--- src/rtl/pcc_pkg.sv ---
`timescale 1ns / 1ps

package pcc_pkg;

   // Default parameter values
   localparam int NUM_PROFILES_DEF = 5;
   localparam int SAMPLE_BITS_DEF  = 12;
   localparam int TICK_BITS_DEF    = 16;

   // Fixed field widths
   localparam int PROF_W    = 3;
   localparam int PROF_SLOTS = 8;
   localparam int LED_BITS  = 5;
   localparam int DUTY_W    = 16;
   localparam int DEB_W     = 10;
   localparam int CFG_W     = 16;
   localparam int CSR_IDX_W = 2;
   localparam int LIMIT_W   = 16;

   // Reset values of the configuration registers
   localparam logic [DEB_W-1:0] DEBOUNCE_RESET = 10'd50;
   localparam logic [CFG_W-1:0] BLINK_RESET    = 16'd500;
   localparam logic [CFG_W-1:0] HOLD_RESET     = 16'd5000;
   localparam logic [CFG_W-1:0] PERIOD_RESET   = 16'd37;

   // Configuration register indexes
   typedef enum logic [CSR_IDX_W-1:0] {
      REG_DEBOUNCE = 2'd0,
      REG_BLINK    = 2'd1,
      REG_HOLD     = 2'd2,
      REG_PERIOD   = 2'd3
   } pcc_reg_type;

   // Profile limits; unused slots never switch heater or fan.
   // Truncation to the sample width gives the masked limit.
   localparam logic [LIMIT_W-1:0] LOW_LIMITS [PROF_SLOTS] = '{
      16'd1024, 16'd1536, 16'd512, 16'd2048, 16'd204, 16'd0, 16'd0, 16'd0
   };
   localparam logic [LIMIT_W-1:0] HIGH_LIMITS [PROF_SLOTS] = '{
      16'd2048, 16'd2560, 16'd1536, 16'd3072, 16'd1024,
      16'hFFFF, 16'hFFFF, 16'hFFFF
   };

   typedef struct packed {
      logic [DEB_W-1:0] debounce_ticks;
      logic [CFG_W-1:0] blink_ticks;
      logic [CFG_W-1:0] hold_ticks;
   } pcc_cfg_type;

   typedef struct packed {
      logic select_rise;
      logic emergency_edge;
      logic emergency_down;
   } pcc_tick_type;

   typedef struct packed {
      logic [PROF_W-1:0]   profile;
      logic                latched;
      logic [LED_BITS-1:0] leds;
   } pcc_status_type;

endpackage

--- src/rtl/pcc_req_if.sv ---
`timescale 1ns / 1ps

interface pcc_req_if #(
   parameter int SAMPLE_BITS = pcc_pkg::SAMPLE_BITS_DEF
);
   logic                   valid;
   logic                   ready;
   logic                   select_rise;
   logic                   emergency_edge;
   logic                   emergency_down;
   logic [SAMPLE_BITS-1:0] temperature;

   modport source (
      output valid, select_rise, emergency_edge, emergency_down, temperature,
      input  ready
   );
   modport sink (
      input  valid, select_rise, emergency_edge, emergency_down, temperature,
      output ready
   );
endinterface

--- src/rtl/pcc_rsp_if.sv ---
`timescale 1ns / 1ps

interface pcc_rsp_if;
   import pcc_pkg::*;

   logic                valid;
   logic                ready;
   logic [LED_BITS-1:0] led_lines;
   logic                heater_on;
   logic [DUTY_W-1:0]   fan_duty;
   logic                in_emergency;
   logic [PROF_W-1:0]   profile_now;

   modport source (
      output valid, led_lines, heater_on, fan_duty, in_emergency, profile_now,
      input  ready
   );
   modport sink (
      input  valid, led_lines, heater_on, fan_duty, in_emergency, profile_now,
      output ready
   );
endinterface

--- src/rtl/pcc_div.sv ---
`timescale 1ns / 1ps

module pcc_div #(
   parameter int NUM_W = 28,
   parameter int DEN_W = 12
) (
   input  logic             clock,
   input  logic             reset,
   input  logic             start,
   input  logic [NUM_W-1:0] numer,
   input  logic [DEN_W-1:0] denom,
   output logic             done,
   output logic [NUM_W-1:0] quotient
);
   localparam int CNT_W = $clog2(NUM_W + 1);

   logic [CNT_W-1:0] cnt_ff, cnt_in;
   logic             busy_ff, busy_in;
   logic             done_ff, done_in;
   logic [DEN_W-1:0] rem_ff, rem_in;
   logic [DEN_W-1:0] den_ff, den_in;
   logic [NUM_W-1:0] quo_ff, quo_in;
   logic [DEN_W:0]   shifted;
   logic [DEN_W:0]   trial;
   logic             fits;

   // One restoring step: shift in a numerator bit, try the subtraction
   assign shifted = {rem_ff, quo_ff[NUM_W-1]};
   assign trial   = shifted - {1'b0, den_ff};
   assign fits    = shifted >= {1'b0, den_ff};

   always_comb begin
      cnt_in  = cnt_ff;
      busy_in = busy_ff;
      done_in = 1'b0;
      rem_in  = rem_ff;
      den_in  = den_ff;
      quo_in  = quo_ff;
      if (start) begin
         cnt_in  = CNT_W'(NUM_W);
         busy_in = 1'b1;
         rem_in  = '0;
         den_in  = denom;
         quo_in  = numer;
      end else if (busy_ff) begin
         rem_in = fits ? trial[DEN_W-1:0] : shifted[DEN_W-1:0];
         quo_in = {quo_ff[NUM_W-2:0], fits};
         cnt_in = cnt_ff - CNT_W'(1);
         if (cnt_ff == CNT_W'(1)) begin
            busy_in = 1'b0;
            done_in = 1'b1;
         end
      end
   end

   always_ff @(posedge clock) begin
      if (reset) begin
         cnt_ff  <= '0;
         busy_ff <= 1'b0;
         done_ff <= 1'b0;
      end else begin
         cnt_ff  <= cnt_in;
         busy_ff <= busy_in;
         done_ff <= done_in;
      end
      rem_ff <= rem_in;
      den_ff <= den_in;
      quo_ff <= quo_in;
   end

   assign done     = done_ff;
   assign quotient = quo_ff;

   // Step count runs out exactly when the quotient is announced
   a_done_end: assert property (@(posedge clock) disable iff (reset)
      done_ff |-> !busy_ff && cnt_ff == '0)
      else $error("divider done without finishing its steps");
   a_busy_count: assert property (@(posedge clock) disable iff (reset)
      busy_ff |-> cnt_ff != '0)
      else $error("divider busy with no steps left");
   a_start_busy: assert property (@(posedge clock) disable iff (reset)
      start |=> busy_ff)
      else $error("divider did not start");

endmodule

--- src/rtl/pcc_ctrl.sv ---
`timescale 1ns / 1ps

module pcc_ctrl #(
   parameter int NUM_PROFILES = pcc_pkg::NUM_PROFILES_DEF,
   parameter int TICK_BITS    = pcc_pkg::TICK_BITS_DEF
) (
   input  logic                   clock,
   input  logic                   reset,
   input  logic                   step,
   input  pcc_pkg::pcc_tick_type  tick,
   input  pcc_pkg::pcc_cfg_type   cfg,
   output pcc_pkg::pcc_status_type status
);
   import pcc_pkg::*;

   localparam int CMP_W   = (TICK_BITS > CFG_W) ? TICK_BITS : CFG_W;
   localparam int ALL_INT = (1 << NUM_PROFILES) - 1;
   localparam logic [LED_BITS-1:0] ALL_LEDS = LED_BITS'(ALL_INT);
   localparam logic [PROF_W-1:0]   LAST_PROF = PROF_W'(NUM_PROFILES - 1);

   logic [PROF_W-1:0]    profile_ff, profile_in;
   logic [PROF_W-1:0]    saved_ff, saved_in;
   logic                 latched_ff, latched_in;
   logic                 e_pend_ff, e_pend_in;
   logic                 s_pend_ff, s_pend_in;
   logic                 level_ff, level_in;
   logic [TICK_BITS-1:0] e_age_ff, e_age_in;
   logic [TICK_BITS-1:0] s_age_ff, s_age_in;
   logic [TICK_BITS-1:0] b_age_ff, b_age_in;
   logic [LED_BITS-1:0]  led_ff, led_in;
   logic [PROF_SLOTS-1:0] onehot;

   // Evaluate one tick in the fixed order: ages, events, emergency, normal path
   always_comb begin
      profile_in = profile_ff;
      saved_in   = saved_ff;
      latched_in = latched_ff;
      e_pend_in  = e_pend_ff;
      s_pend_in  = s_pend_ff;
      level_in   = level_ff;
      led_in     = led_ff;
      onehot     = '0;
      e_age_in = (e_age_ff == '1) ? e_age_ff : e_age_ff + TICK_BITS'(1);
      s_age_in = (s_age_ff == '1) ? s_age_ff : s_age_ff + TICK_BITS'(1);
      b_age_in = (b_age_ff == '1) ? b_age_ff : b_age_ff + TICK_BITS'(1);

      if (tick.select_rise) begin
         s_pend_in = 1'b1;
         s_age_in  = '0;
      end
      if (tick.emergency_edge) begin
         e_pend_in = 1'b1;
         e_age_in  = '0;
      end

      // Latch or release the safe state
      if (e_pend_in) begin
         if (tick.emergency_down) begin
            if (!latched_ff && CMP_W'(e_age_in) > CMP_W'(cfg.debounce_ticks)) begin
               latched_in = 1'b1;
               saved_in   = profile_ff;
               e_pend_in  = 1'b0;
            end else if (latched_ff && CMP_W'(e_age_in) > CMP_W'(cfg.hold_ticks)) begin
               latched_in = 1'b0;
               profile_in = saved_ff;
               e_pend_in  = 1'b0;
            end
         end else begin
            e_age_in = '0;
         end
      end

      if (latched_in) begin
         if (CMP_W'(b_age_in) > CMP_W'(cfg.blink_ticks)) begin
            level_in = !level_ff;
            b_age_in = '0;
            led_in   = level_in ? ALL_LEDS : '0;
         end
      end else begin
         // Step to the next profile once the press has aged
         if (s_pend_in && CMP_W'(s_age_in) > CMP_W'(cfg.debounce_ticks)) begin
            s_pend_in  = 1'b0;
            profile_in = (profile_in == LAST_PROF) ? '0 : profile_in + PROF_W'(1);
            level_in   = 1'b1;
            b_age_in   = '0;
         end
         onehot = PROF_SLOTS'(1) << profile_in;
         if (CMP_W'(b_age_in) > CMP_W'(cfg.blink_ticks)) begin
            level_in = !level_in;
            b_age_in = '0;
            led_in   = level_in ? onehot[LED_BITS-1:0] : '0;
         end
      end
   end

   // Hold tick state between transactions
   always_ff @(posedge clock) begin
      if (reset) begin
         profile_ff <= '0;
         saved_ff   <= '0;
         latched_ff <= 1'b0;
         e_pend_ff  <= 1'b0;
         s_pend_ff  <= 1'b0;
         level_ff   <= 1'b0;
         e_age_ff   <= '0;
         s_age_ff   <= '0;
         b_age_ff   <= '0;
         led_ff     <= '0;
      end else if (step) begin
         profile_ff <= profile_in;
         saved_ff   <= saved_in;
         latched_ff <= latched_in;
         e_pend_ff  <= e_pend_in;
         s_pend_ff  <= s_pend_in;
         level_ff   <= level_in;
         e_age_ff   <= e_age_in;
         s_age_ff   <= s_age_in;
         b_age_ff   <= b_age_in;
         led_ff     <= led_in;
      end
   end

   assign status.profile = profile_ff;
   assign status.latched = latched_ff;
   assign status.leds    = led_ff;

   a_profile_range: assert property (@(posedge clock) disable iff (reset)
      profile_ff <= LAST_PROF && saved_ff <= LAST_PROF)
      else $error("profile index out of range");
   a_hold_idle: assert property (@(posedge clock) disable iff (reset)
      !step |=> $stable(profile_ff) && $stable(latched_ff) && $stable(led_ff))
      else $error("tick state moved without a transaction");
   a_release_needs_press: assert property (@(posedge clock) disable iff (reset)
      step && latched_ff && !e_pend_ff && !tick.emergency_edge |=> latched_ff)
      else $error("safe state released without an emergency press");

endmodule

--- src/rtl/profile_climate_controller_top.sv ---
`timescale 1ns / 1ps
// An accepted transaction passes S_EVAL and then S_DONE when the fan is off; when the fan
// duty is divided it passes S_EVAL, S_MUL, S_DIV and S_DONE. A new transaction is accepted
// only in S_IDLE, after the previous one has left S_DONE, which waits while an earlier result
// is not yet taken. The restoring divider takes one quotient bit per cycle, SAMPLE_BITS + 16
// bits in all. A finished result may wait while the next transaction is accepted. Synchronous
// active-high reset restores the default registers.
module profile_climate_controller_top #(
   parameter int NUM_PROFILES = pcc_pkg::NUM_PROFILES_DEF,
   parameter int SAMPLE_BITS  = pcc_pkg::SAMPLE_BITS_DEF,
   parameter int TICK_BITS    = pcc_pkg::TICK_BITS_DEF
) (
   input  logic                     clock,
   input  logic                     reset,
   input  logic                     csr_wr_en,
   input  pcc_pkg::pcc_reg_type     csr_index,
   input  logic [pcc_pkg::CFG_W-1:0] csr_wdata,
   pcc_req_if.sink                  req_if,
   pcc_rsp_if.source                rsp_if
);
   import pcc_pkg::*;

   localparam int NUM_W = SAMPLE_BITS + DUTY_W;

   typedef enum logic [2:0] {
      S_IDLE,
      S_EVAL,
      S_MUL,
      S_DIV,
      S_DONE
   } state_type;

   state_type            state_ff;
   logic [DEB_W-1:0]     debounce_ff;
   logic [CFG_W-1:0]     blink_ff;
   logic [CFG_W-1:0]     hold_ff;
   logic [DUTY_W-1:0]    period_ff;
   logic [SAMPLE_BITS-1:0] temp_ff;
   logic [SAMPLE_BITS-1:0] diff_ff;
   logic [SAMPLE_BITS-1:0] den_ff;
   logic [NUM_W-1:0]     product_ff;
   logic                 heater_ff;
   logic [DUTY_W-1:0]    duty_ff;
   logic                 start_ff;
   logic                 rsp_valid_ff;
   logic [LED_BITS-1:0]  rsp_led_ff;
   logic                 rsp_heater_ff;
   logic [DUTY_W-1:0]    rsp_duty_ff;
   logic                 rsp_emerg_ff;
   logic [PROF_W-1:0]    rsp_prof_ff;

   logic                 accept;
   pcc_tick_type         tick;
   pcc_cfg_type          cfg;
   pcc_status_type       status;
   logic [SAMPLE_BITS-1:0] low_lim;
   logic [SAMPLE_BITS-1:0] high_lim;
   logic                 div_done;
   logic [NUM_W-1:0]     quotient;
   logic [DUTY_W-1:0]    duty_clamped;

   assign accept        = req_if.valid && req_if.ready;
   assign req_if.ready  = (state_ff == S_IDLE);
   assign tick.select_rise    = req_if.select_rise;
   assign tick.emergency_edge = req_if.emergency_edge;
   assign tick.emergency_down = req_if.emergency_down;
   assign cfg.debounce_ticks  = debounce_ff;
   assign cfg.blink_ticks     = blink_ff;
   assign cfg.hold_ticks      = hold_ff;

   // Configuration writes
   always_ff @(posedge clock) begin
      if (reset) begin
         debounce_ff <= DEBOUNCE_RESET;
         blink_ff    <= BLINK_RESET;
         hold_ff     <= HOLD_RESET;
         period_ff   <= PERIOD_RESET;
      end else if (csr_wr_en) begin
         case (csr_index)
            REG_DEBOUNCE: debounce_ff <= csr_wdata[DEB_W-1:0];
            REG_BLINK:    blink_ff    <= csr_wdata;
            REG_HOLD:     hold_ff     <= csr_wdata;
            REG_PERIOD:   period_ff   <= csr_wdata;
            default:      ;
         endcase
      end
   end

   pcc_ctrl #(
      .NUM_PROFILES (NUM_PROFILES),
      .TICK_BITS    (TICK_BITS)
   ) u_ctrl (
      .clock  (clock),
      .reset  (reset),
      .step   (accept),
      .tick   (tick),
      .cfg    (cfg),
      .status (status)
   );

   pcc_div #(
      .NUM_W (NUM_W),
      .DEN_W (SAMPLE_BITS)
   ) u_div (
      .clock    (clock),
      .reset    (reset),
      .start    (start_ff),
      .numer    (product_ff),
      .denom    (den_ff),
      .done     (div_done),
      .quotient (quotient)
   );

   // Limits of the profile now selected
   assign low_lim  = SAMPLE_BITS'(LOW_LIMITS[status.profile]);
   assign high_lim = SAMPLE_BITS'(HIGH_LIMITS[status.profile]);
   assign duty_clamped = (quotient > NUM_W'(period_ff)) ? period_ff
                                                        : quotient[DUTY_W-1:0];

   // Sequencer and result register
   always_ff @(posedge clock) begin
      if (reset) begin
         state_ff     <= S_IDLE;
         start_ff     <= 1'b0;
         rsp_valid_ff <= 1'b0;
      end else begin
         start_ff <= (state_ff == S_MUL);
         if (rsp_valid_ff && rsp_if.ready && state_ff != S_DONE) begin
            rsp_valid_ff <= 1'b0;
         end
         case (state_ff)
            S_IDLE: begin
               if (accept) begin
                  temp_ff  <= req_if.temperature;
                  state_ff <= S_EVAL;
               end
            end
            S_EVAL: begin
               diff_ff   <= temp_ff - high_lim;
               den_ff    <= ~high_lim;
               duty_ff   <= '0;
               heater_ff <= !status.latched && temp_ff <= high_lim && temp_ff < low_lim;
               if (!status.latched && temp_ff > high_lim) begin
                  state_ff <= S_MUL;
               end else begin
                  state_ff <= S_DONE;
               end
            end
            S_MUL: begin
               product_ff <= NUM_W'(diff_ff) * NUM_W'(period_ff);
               state_ff   <= S_DIV;
            end
            S_DIV: begin
               if (div_done) begin
                  duty_ff  <= duty_clamped;
                  state_ff <= S_DONE;
               end
            end
            S_DONE: begin
               if (!rsp_valid_ff || rsp_if.ready) begin
                  rsp_valid_ff  <= 1'b1;
                  rsp_led_ff    <= status.leds;
                  rsp_heater_ff <= heater_ff;
                  rsp_duty_ff   <= duty_ff;
                  rsp_emerg_ff  <= status.latched;
                  rsp_prof_ff   <= status.profile;
                  state_ff      <= S_IDLE;
               end
            end
            default: state_ff <= S_IDLE;
         endcase
      end
   end

   assign rsp_if.valid        = rsp_valid_ff;
   assign rsp_if.led_lines    = rsp_led_ff;
   assign rsp_if.heater_on    = rsp_heater_ff;
   assign rsp_if.fan_duty     = rsp_duty_ff;
   assign rsp_if.in_emergency = rsp_emerg_ff;
   assign rsp_if.profile_now  = rsp_prof_ff;

   a_safe_outputs: assert property (@(posedge clock) disable iff (reset)
      rsp_valid_ff && rsp_emerg_ff |-> !rsp_heater_ff && rsp_duty_ff == '0)
      else $error("actuator active in safe state");
   a_heat_or_cool: assert property (@(posedge clock) disable iff (reset)
      rsp_valid_ff |-> !(rsp_heater_ff && rsp_duty_ff != '0))
      else $error("heater and fan driven together");
   a_accept_eval: assert property (@(posedge clock) disable iff (reset)
      accept |=> state_ff == S_EVAL)
      else $error("accepted transaction not evaluated");

endmodule

--- src/flat_wrapper.sv ---
// flat-port wrapper written by rule: the top's interface ports become plain ports
module profile_climate_controller_top_flat import pcc_pkg::*;
#(
   parameter int NUM_PROFILES = pcc_pkg::NUM_PROFILES_DEF,
   parameter int SAMPLE_BITS  = pcc_pkg::SAMPLE_BITS_DEF,
   parameter int TICK_BITS    = pcc_pkg::TICK_BITS_DEF
)
  (clock, reset, csr_wr_en, csr_index, csr_wdata, req_if_valid, req_if_select_rise, req_if_emergency_edge, req_if_emergency_down, req_if_temperature, req_if_ready, rsp_if_valid, rsp_if_led_lines, rsp_if_heater_on, rsp_if_fan_duty, rsp_if_in_emergency, rsp_if_profile_now, rsp_if_ready);
  pcc_req_if #(.SAMPLE_BITS(SAMPLE_BITS)) req_if_i ();
  pcc_rsp_if rsp_if_i ();
  input  logic clock;
  input  logic reset;
  input  logic csr_wr_en;
  input  pcc_pkg::pcc_reg_type csr_index;
  input  logic [pcc_pkg::CFG_W-1:0] csr_wdata;
  input wire logic [$bits(req_if_i.valid)-1:0] req_if_valid;
  input wire logic [$bits(req_if_i.select_rise)-1:0] req_if_select_rise;
  input wire logic [$bits(req_if_i.emergency_edge)-1:0] req_if_emergency_edge;
  input wire logic [$bits(req_if_i.emergency_down)-1:0] req_if_emergency_down;
  input wire logic [$bits(req_if_i.temperature)-1:0] req_if_temperature;
  output wire logic [$bits(req_if_i.ready)-1:0] req_if_ready;
  output wire logic [$bits(rsp_if_i.valid)-1:0] rsp_if_valid;
  output wire logic [$bits(rsp_if_i.led_lines)-1:0] rsp_if_led_lines;
  output wire logic [$bits(rsp_if_i.heater_on)-1:0] rsp_if_heater_on;
  output wire logic [$bits(rsp_if_i.fan_duty)-1:0] rsp_if_fan_duty;
  output wire logic [$bits(rsp_if_i.in_emergency)-1:0] rsp_if_in_emergency;
  output wire logic [$bits(rsp_if_i.profile_now)-1:0] rsp_if_profile_now;
  input wire logic [$bits(rsp_if_i.ready)-1:0] rsp_if_ready;
  assign req_if_i.valid = req_if_valid;
  assign req_if_i.select_rise = req_if_select_rise;
  assign req_if_i.emergency_edge = req_if_emergency_edge;
  assign req_if_i.emergency_down = req_if_emergency_down;
  assign req_if_i.temperature = req_if_temperature;
  assign req_if_ready = req_if_i.ready;
  assign rsp_if_valid = rsp_if_i.valid;
  assign rsp_if_led_lines = rsp_if_i.led_lines;
  assign rsp_if_heater_on = rsp_if_i.heater_on;
  assign rsp_if_fan_duty = rsp_if_i.fan_duty;
  assign rsp_if_in_emergency = rsp_if_i.in_emergency;
  assign rsp_if_profile_now = rsp_if_i.profile_now;
  assign rsp_if_i.ready = rsp_if_ready;
  profile_climate_controller_top #(.NUM_PROFILES(NUM_PROFILES), .SAMPLE_BITS(SAMPLE_BITS), .TICK_BITS(TICK_BITS)) u_core (.clock(clock), .reset(reset), .csr_wr_en(csr_wr_en), .csr_index(csr_index), .csr_wdata(csr_wdata), .req_if(req_if_i), .rsp_if(rsp_if_i));
endmodule
--- config.mk ---
export PLATFORM = sky130hd
export DESIGN_NAME = profile_climate_controller_top_flat
export DESIGN_NICKNAME = d
export VERILOG_FILES = /design/src/rtl/pcc_pkg.sv /design/src/rtl/pcc_req_if.sv /design/src/rtl/pcc_rsp_if.sv /design/src/rtl/pcc_div.sv /design/src/rtl/pcc_ctrl.sv /design/src/rtl/profile_climate_controller_top.sv /design/src/flat_wrapper.sv
export SDC_FILE = /design/constraint.sdc
export NUM_CORES = 1
export LEC_CHECK = 0
export ABC_AREA = 1
export BUFFER_PORTS_ARGS = -buffer_cell sky130_fd_sc_hd__buf_4
export CAP_MARGIN = 10
export CORE_MARGIN = 2
export CORE_UTILIZATION = 70
export CTS_BUF_LIST = sky130_fd_sc_hd__clkbuf_4
export DETAILED_ROUTE_END_ITERATION = 12
export PLACE_DENSITY = 0.92
export SLEW_MARGIN = 40
export SYNTH_ARGS = -nofsm -noshare
export SYNTH_HDL_FRONTEND = slang
export SYNTH_SLANG_ARGS = --single-unit
--- constraint.sdc ---
create_clock -name clock -period 15.85 [get_ports clock]
set_input_delay 0.7925 -clock clock [delete_from_list [all_inputs] [get_ports clock]]
set_output_delay 0.7925 -clock clock [all_outputs]
set_load 0.02 [all_outputs]
==> results.py, run 1 <==
metrics = {
    "clock_tree": {
        "path_clk_slew_ps": 70,
        "cts_made_buffers": 76,
        "postCtsSetupRepairBufs": 0,
        "htreeDepth": 3,
        "cts_root_buf": "clkbuf_4",
        "cts_resized": 0,
        "cts_hold_buf": 0,
        "cts_tree": "done",
        "numClockSinks": 276,
        "clock_latency_ps": 760,
        "clock_path_buffers": 3,
    },
    "setup_path": {
        "endpoint_kind": "register",
        "critPathKind": "reg2reg",
        "required_ps": 16320,
        "start_kind": "register",
        "cpPeakStageDelay_ps": 730,
        "cp.arrival_ps": 6540,
        "cp_common_cell": "fa_1",
        "slowest_stage": "edfxtp_1",
        "crit_fanout": 16,
        "ff2ff_path_depth": 17,
        "worstPathCellList": "nand2_1 -> fa_1 -> inv_1 -> fa_1 -> fa_1 -> fa_1 -> fa_1 -> ha_1 -> nand2_1 -> nor3_1 -> nor2_1 -> o21ai_0 -> a21boi_1 -> o21ai_0 -> a21oi_1 -> o21ai_1 -> xor2_1",
    },
    "pwr": {
        "total_power_mw": 3.32,
        "clkPwrFrac_pct": 20.4,
        "intPower_mw": 1.85,
        "peakVddDrop_mv": 0.119,
        "p_leak_nw": 11.3,
        "switchingPower_mw": 1.47,
        "p_per_area_nw_per_um2": 143,
        "seq_power_share_pct": 31.0,
        "power_frac_comb_pct": 48.6,
        "p_sw_share_pct": 44.2,
    },
    "drt": {
        "viasPerCell": 5.93,
        "postRouteAntennaNets": 0,
        "drtIter0Drc": 1983,
        "drt-pass1-iter-count": 7,
        "wl_per_cell_um": 17.4,
        "routed_wl_um": 55800,
        "drcViolationCount": 0,
        "vias": 19000,
    },
    "synthesis": {
        "synth-compound-area-share_pct": 11.1,
        "synth_seq_cells": 276,
        "yosys_warnings": 0,
        "synthArstFlopShare_pct": 0,
        "syn_avg_cell_area_um2": 7.94,
        "ys_types": 55,
        "ys_seq_area_share_pct": 31.8,
        "synth_fp_nets": 3075,
        "synth_edf_count": 131,
        "synth_xor_area_share_pct": 2.24,
        "synthSimpleGateAreaFrac_pct": 20.7,
        "synth_ff_type": "dfxtp_1",
        "synthAdderAreaFrac_pct": 24.4,
        "synth_top_family_by_area": "adder cells",
        "netlist_instances": 2703,
        "synthesis.area_um2": 21500,
        "synth.mux.area_fraction_pct": 0,
    },
    "floorplanning": {
        "design.die.area_um2": 32100,
        "die_x_um": 179,
        "row_count": 64,
        "start_util_pct": 70.6,
        "core_um2": 30400,
        "io_pins": 66,
        "die_h_um": 179,
    },
    "timing": {
        "hold_ws_ps": 216,
        "worst_slew_pin_slew_ps": 855,
        "relSlewSlack_pct": 43.0,
        "rsz0062_at_grt": "false",
        "min_period_ps": 6070,
        "period_share_pct": 38.3,
        "finalClockSkew_ps": 73.9,
        "setup_viol": 0,
        "drv_slew": 0,
        "hold_viol_final": 0,
        "fmax_mhz": 165,
        "tns_ps": 0,
    },
    "cells_and_area": {
        "drive_gt1_share_pct": 9.25,
        "syn2layout_area_growth_pct": 7.88,
        "layout_common_cells": "nand2_1, inv_1, a21oi_1",
        "nets": 3127,
        "fin_area_um2": 23200,
        "final_common_cell": "nand2_1",
    },
    "grt": {
        "grt_first_pass_wirelength_um": 88800,
        "first_global_vias": 18300,
        "antenna_found_initial": 2,
        "gr-total-overflow": 0,
        "grtUsageTotal_pct": 35.0,
        "grt_start_max_net_pins": 86,
    },
    "job": {
        "maxCapViolations": 0,
    },
    "run_status": {
        "outcome": "completed",
    },
    "worst_hold_path": {
        "whs_path_depth": 1,
        "hold_class": "in2reg",
    },
    "placed_design": {
        "place_congestion": 0.962,
        "place_area_um2": 22100,
        "hpwl_um": 41000,
        "portBuffers": 65,
    },
}
-- synth_stat cells, types with 2 or more instances --
master / n / share of area, %
a211oi_1: 10 / 0.35
a21o_1: 2 / 0.070
a21oi_1: 215 / 5.0
a31oi_1: 5 / 0.15
buf_1: 4 / 0.070
buf_2: 8 / 0.19
buf_4: 4 / 0.14
clkbuf_1: 84 / 1.5
dfxtp_1: 145 / 14
edfxtp_1: 131 / 18
fa_1: 142 / 13
ha_1: 192 / 11
inv_1: 437 / 7.6
inv_2: 7 / 0.12
nand2_1: 656 / 11
nand2_2: 8 / 0.23
nand2_4: 5 / 0.26
nand3_1: 93 / 2.2
nand3_2: 4 / 0.19
nand3b_1: 3 / 0.10
nand4_1: 51 / 1.5
nor2_1: 180 / 3.1
nor2_2: 9 / 0.26
nor2_4: 5 / 0.26
nor3_1: 26 / 0.61
nor3_2: 2 / 0.093
nor3b_1: 2 / 0.070
nor4_1: 4 / 0.12
o211ai_1: 23 / 0.80
o21a_1: 5 / 0.17
o21ai_0: 130 / 3.0
o21ai_1: 24 / 0.56
o21bai_1: 6 / 0.21
o221a_2: 2 / 0.10
o221ai_1: 2 / 0.082
o22ai_1: 2 / 0.058
o31ai_1: 4 / 0.14
or2_2: 3 / 0.087
xnor2_1: 18 / 0.73
xor2_1: 35 / 1.4
-- layout make-up --
cell class / count / area (µm²)
Fill cell: 2102 / 7270
Inverter: 445 / 1670
Timing Repair Buffer: 75 / 563
Sequential cell: 276 / 6840
Tap cell: 396 / 495
Antenna cell: 4 / 10.0
Multi-Input combinational cell: 1881 / 12600
Clock buffer: 112 / 841
Clock inverter: 23 / 161
-- logic make-up (layout without fill, tap and decap cells) --
group,after synthesis,in the layout
AOI/OAI and AO/OA,437,437
and+or+nand+nor,1056,1056
adders and majority gates,334,334
DFF,276,276
other,0,4
buffers and inverters,546,655
xor gates and xnor gates,54,54
-- flip-flops by register name (all words and copies together) (netlist names), 10 cells and up --
signal,cells
u_core.product_ff,28
u_core.u_div.quotient,28
u_core.blink_ff,16
u_core.duty_ff,16
u_core.hold_ff,16
u_core.period_ff,16
u_core.rsp_if.fan_duty,16
u_core.u_ctrl.b_age_ff,16
u_core.u_ctrl.e_age_ff,16
u_core.u_ctrl.s_age_ff,16
u_core.diff_ff,12
u_core.temp_ff,12
u_core.u_div.rem_ff,12
u_core.debounce_ff,10
-- metal layers --
metal / vias up / part of all wire [%] / track usage (%)
met5: - / 0 / 0
met4: 0 / 4.2 / 16.3
met3: 225 / 11 / 7.12
met2: 1109 / 46 / 55.8
met1: 8837 / 39 / 46.2
li1: 8872 / - / -
-- critical path: cells and delay by family, from the launching register on --
family | cells | cell delay, ps
buf+inv | 1 | 60
xor+xnor | 1 | 90
compound gates | 5 | 1420
simple gates | 4 | 630
flops | 1 | 730
fa+ha+maj | 6 | 2890
-- stage by stage --
step           setup WS, ps  std cells  util, %
2_1_floorplan         10550       2703        -
3_3_place_gp          10360       3073     72.7
3_5_place_dp          10030       3073     72.8
4_1_cts                9980       3208     76.0
5_1_grt                9580       3210     76.1
6_report               9780       3212     76.1
-- power by group through the flow --
stage	combinational, mW	clock (mW)	sequential (mW)
2_1_floorplan	1.19	0	0.984
3_3_place_gp	1.45	0	1.03
3_5_place_dp	1.55	0	1.04
4_1_cts	1.57	0.684	1.02
5_1_grt	1.79	0.720	1.04
6_report	1.61	0.678	1.03
-- worst paths after layout --
kind / startpoint / end / slack, ps
worst max register to register: u_core.diff_ff[5]$_DFFE_PP_ / u_core.product_ff[22]$_DFFE_PP_ / 9780
worst min-delay path: req_if_temperature[4] / u_core.temp_ff[4]$_DFFE_PP_ / 220
worst max-delay path: u_core.diff_ff[5]$_DFFE_PP_ / u_core.product_ff[22]$_DFFE_PP_ / 9780
worst min register to register: u_core.u_ctrl.led_ff[0]$_SDFFE_PP0P_ / u_core.rsp_if.led_lines[0]$_DFFE_PP_ / 400
Note: power is estimated with default switching activity, not from simulation.
==> run 2, diff against run 1 <==
--- a/config.mk
+++ b/config.mk
@@ -9,10 +9,10 @@
 export BUFFER_PORTS_ARGS = -buffer_cell sky130_fd_sc_hd__buf_4
 export CAP_MARGIN = 10
 export CORE_MARGIN = 2
-export CORE_UTILIZATION = 70
+export CORE_UTILIZATION = 59
 export CTS_BUF_LIST = sky130_fd_sc_hd__clkbuf_4
 export DETAILED_ROUTE_END_ITERATION = 12
-export PLACE_DENSITY = 0.92
+export PLACE_DENSITY = 0.83
 export SLEW_MARGIN = 40
 export SYNTH_ARGS = -nofsm -noshare
 export SYNTH_HDL_FRONTEND = slang
==> constraint.sdc (replaced) <==
create_clock -name clock -period 4.9 [get_ports clock]
set_input_delay 0.245 -clock clock [delete_from_list [all_inputs] [get_ports clock]]
set_output_delay 0.245 -clock clock [all_outputs]
set_load 0.02 [all_outputs]
==> results.py, run 2 (same netlist as run 1, synthesis figures left out) <==
metrics = {
    "grt": {
        "antenna_found_initial": 3,
        "gr-total-overflow": 0,
        "grt_start_max_net_pins": 85,
        "first_global_vias": 19600,
        "grt_first_pass_wirelength_um": 95900,
        "grtUsageTotal_pct": 31.4,
    },
    "setup_path": {
        "worst_r2r_endpoint": "u_core.product_ff[27]$_DFFE_PP_",
        "crit_end": "u_core.product_ff[27]$_DFFE_PP_",
        "cp_common_cell": "nand2_1",
        "crit_fanout": 6,
        "crit_family": "adder cells",
        "endpoint_kind": "register",
        "ff2ff_path_depth": 23,
        "critPathLaunch": "u_core.diff_ff[5]$_DFFE_PP_",
        "worst-path-buf-inv": 4,
        "timing.rr.start": "u_core.diff_ff[5]$_DFFE_PP_",
        "critPathKind": "reg2reg",
        "rrSetupSlack_ps": -330,
        "cp.arrival_ps": 5840,
        "required_ps": 5500,
        "cp.depth": 23,
        "worstPathCellList": "buf_12 -> nand2_4 -> fa_2 -> inv_2 -> fa_2 -> inv_2 -> fa_1 -> inv_2 -> fa_1 -> fa_2 -> ha_4 -> nand2_4 -> nor2_4 -> nand3_4 -> nand3_4 -> a21oi_4 -> o21ai_2 -> nand2_1 -> nand2_2 -> nand4_1 -> nand2_1 -> nand2_1 -> nand2_1",
        "cpPeakStageDelay_ps": 560,
        "slowest_stage": "fa_2",
        "start_kind": "register",
    },
    "clock_tree": {
        "cts_root_buf": "clkbuf_4",
        "numClockSinks": 276,
        "cts_tree": "done",
        "clock_path_buffers": 3,
        "path_clk_slew_ps": 70,
        "clock_latency_ps": 800,
        "htreeDepth": 3,
        "cts_made_buffers": 77,
    },
    "drt": {
        "vias": 19900,
        "drcViolationCount": 0,
        "postRouteAntennaNets": 0,
        "wl_per_cell_um": 17.7,
        "drt-pass1-iter-count": 8,
        "routed_wl_um": 61200,
        "viasPerCell": 5.72,
        "drtIter0Drc": 1831,
    },
    "pwr": {
        "peakVddDrop_mv": 0.688,
        "power_frac_comb_pct": 58.5,
        "p_leak_nw": 12.3,
        "seq_power_share_pct": 24.0,
        "switchingPower_mw": 5.74,
        "total_power_mw": 13.5,
        "clkPwrFrac_pct": 17.5,
        "p_sw_share_pct": 42.4,
        "p_per_area_nw_per_um2": 528,
        "intPower_mw": 7.79,
    },
    "timing": {
        "relSlewSlack_pct": 42.8,
        "min_period_ps": 5230,
        "timing.final.ws_setup_ps": -334,
        "period_share_pct": 107,
        "fmax_mhz": 191,
        "hold_viol_final": 0,
        "finalClockSkew_ps": 75.3,
        "rsz0062_at_grt": "true",
        "setup_viol": 13,
        "tns_ps": -2020,
        "worst_slew_pin_slew_ps": 855,
        "drv_slew": 0,
    },
    "floorplanning": {
        "start_util_pct": 60.1,
        "row_count": 69,
        "core_um2": 35700,
        "die_x_um": 195,
        "die_h_um": 195,
        "design.die.area_um2": 37900,
        "io_pins": 66,
    },
    "cells_and_area": {
        "drive_gt1_share_pct": 17.5,
        "final_util_pct": 71.7,
        "nets": 3313,
        "syn2layout_area_growth_pct": 19.3,
        "fin_area_um2": 25600,
        "final_common_cell": "nand2_1",
        "layout_common_cells": "nand2_1, inv_1, buf_4",
        "stdcell_count": 3468,
    },
    "job": {
        "maxCapViolations": 0,
    },
    "placed_design": {
        "place_congestion": 0.925,
        "place_area_um2": 23200,
        "portBuffers": 65,
        "hpwl_um": 42300,
        "dpl.cell_count": 3247,
    },
    "run_status": {
        "violations": "setup timing",
        "outcome": "finished with violations",
    },
    "worst_hold_path": {
        "hold_class": "in2reg",
    },
}
run 2: how the worst min path moves through the flow:
stage,startpoint,to,slack [ps],cells after the start
4_1_cts,req_if_temperature[4],u_core.temp_ff[4]$_DFFE_PP_,130,2
3_3_place_gp,u_core.duty_ff[5]$_SDFFCE_PN0P_,u_core.rsp_if.fan_duty[5]$_DFFE_PP_,400,0
3_5_place_dp,u_core.duty_ff[11]$_SDFFCE_PN0P_,u_core.rsp_if.fan_duty[11]$_DFFE_PP_,410,0
2_1_floorplan,req_if_temperature[0],u_core.temp_ff[0]$_DFFE_PP_,340,0
6_report,req_if_temperature[4],u_core.temp_ff[4]$_DFFE_PP_,180,2
5_1_grt,req_if_temperature[4],u_core.temp_ff[4]$_DFFE_PP_,120,2
run 2: worst register-to-register path, cell delays in order (launching register included):
cell and delay (ps):
edfxtp_1 410, buf_12 150, nand2_4 50, fa_2 560, inv_2 40, fa_2 530
inv_2 40, fa_1 520, inv_2 50, fa_1 550, fa_2 500, ha_4 350
nand2_4 80, nor2_4 170, nand3_4 120, nand3_4 100, a21oi_4 80, o21ai_2 140
nand2_1 90, nand2_2 80, nand4_1 130, nand2_1 140, nand2_1 90, nand2_1 80
run 2: per-layer routing:
layer	track usage [%]	part of all wire (%)	vias up
li1	-	-	9242
met1	40.5	39	9231
met2	50.7	47	1124
met3	6.33	9.2	252
met4	15.2	4.9	2
met5	0	0.028	-
run 2: area by class of cell:
| cell class | instances | area [µm²] |
|---|---|---|
| Antenna cell | 4 | 10.0 |
| Tap cell | 461 | 577 |
| Fill cell | 2541 | 10100 |
| Clock buffer | 109 | 818 |
| Timing Repair Buffer | 260 | 2200 |
| Multi-Input combinational cell | 1881 | 13200 |
| Sequential cell | 276 | 6850 |
| Clock inverter | 32 | 268 |
| Inverter | 445 | 1670 |
run 2: stage by stage:
| step | hold WS (ps) | setup WS [ps] |
|---|---|---|
| floorplan | 344 | 1.11 |
| global placement | 404 | -115 |
| detailed placement | 407 | -385 |
| CTS | 131 | -7.23 |
| global route | 116 | -471 |
| finish | 176 | -334 |
run 2: power by group through the flow:
| stage | combinational, mW | sequential, mW | clock [mW] |
|---|---|---|---|
| after floorplan | 4.06 | 3.18 | 0 |
| after global placement | 5.89 | 3.25 | 0 |
| after detailed placement | 6.11 | 3.27 | 0 |
| after CTS | 6.86 | 3.21 | 2.37 |
| after global routing | 8.56 | 3.27 | 2.53 |
| final | 7.92 | 3.24 | 2.37 |
run 2: timing repair:
item	in CTS	in global routing
cloned	0	2
gates resized for setup	73	86
endpoints found under the hold margin	101	0
setup buffers	13	16
endpoints found under the setup margin	11	34
pin swaps	93	41
hold buffers	45	0
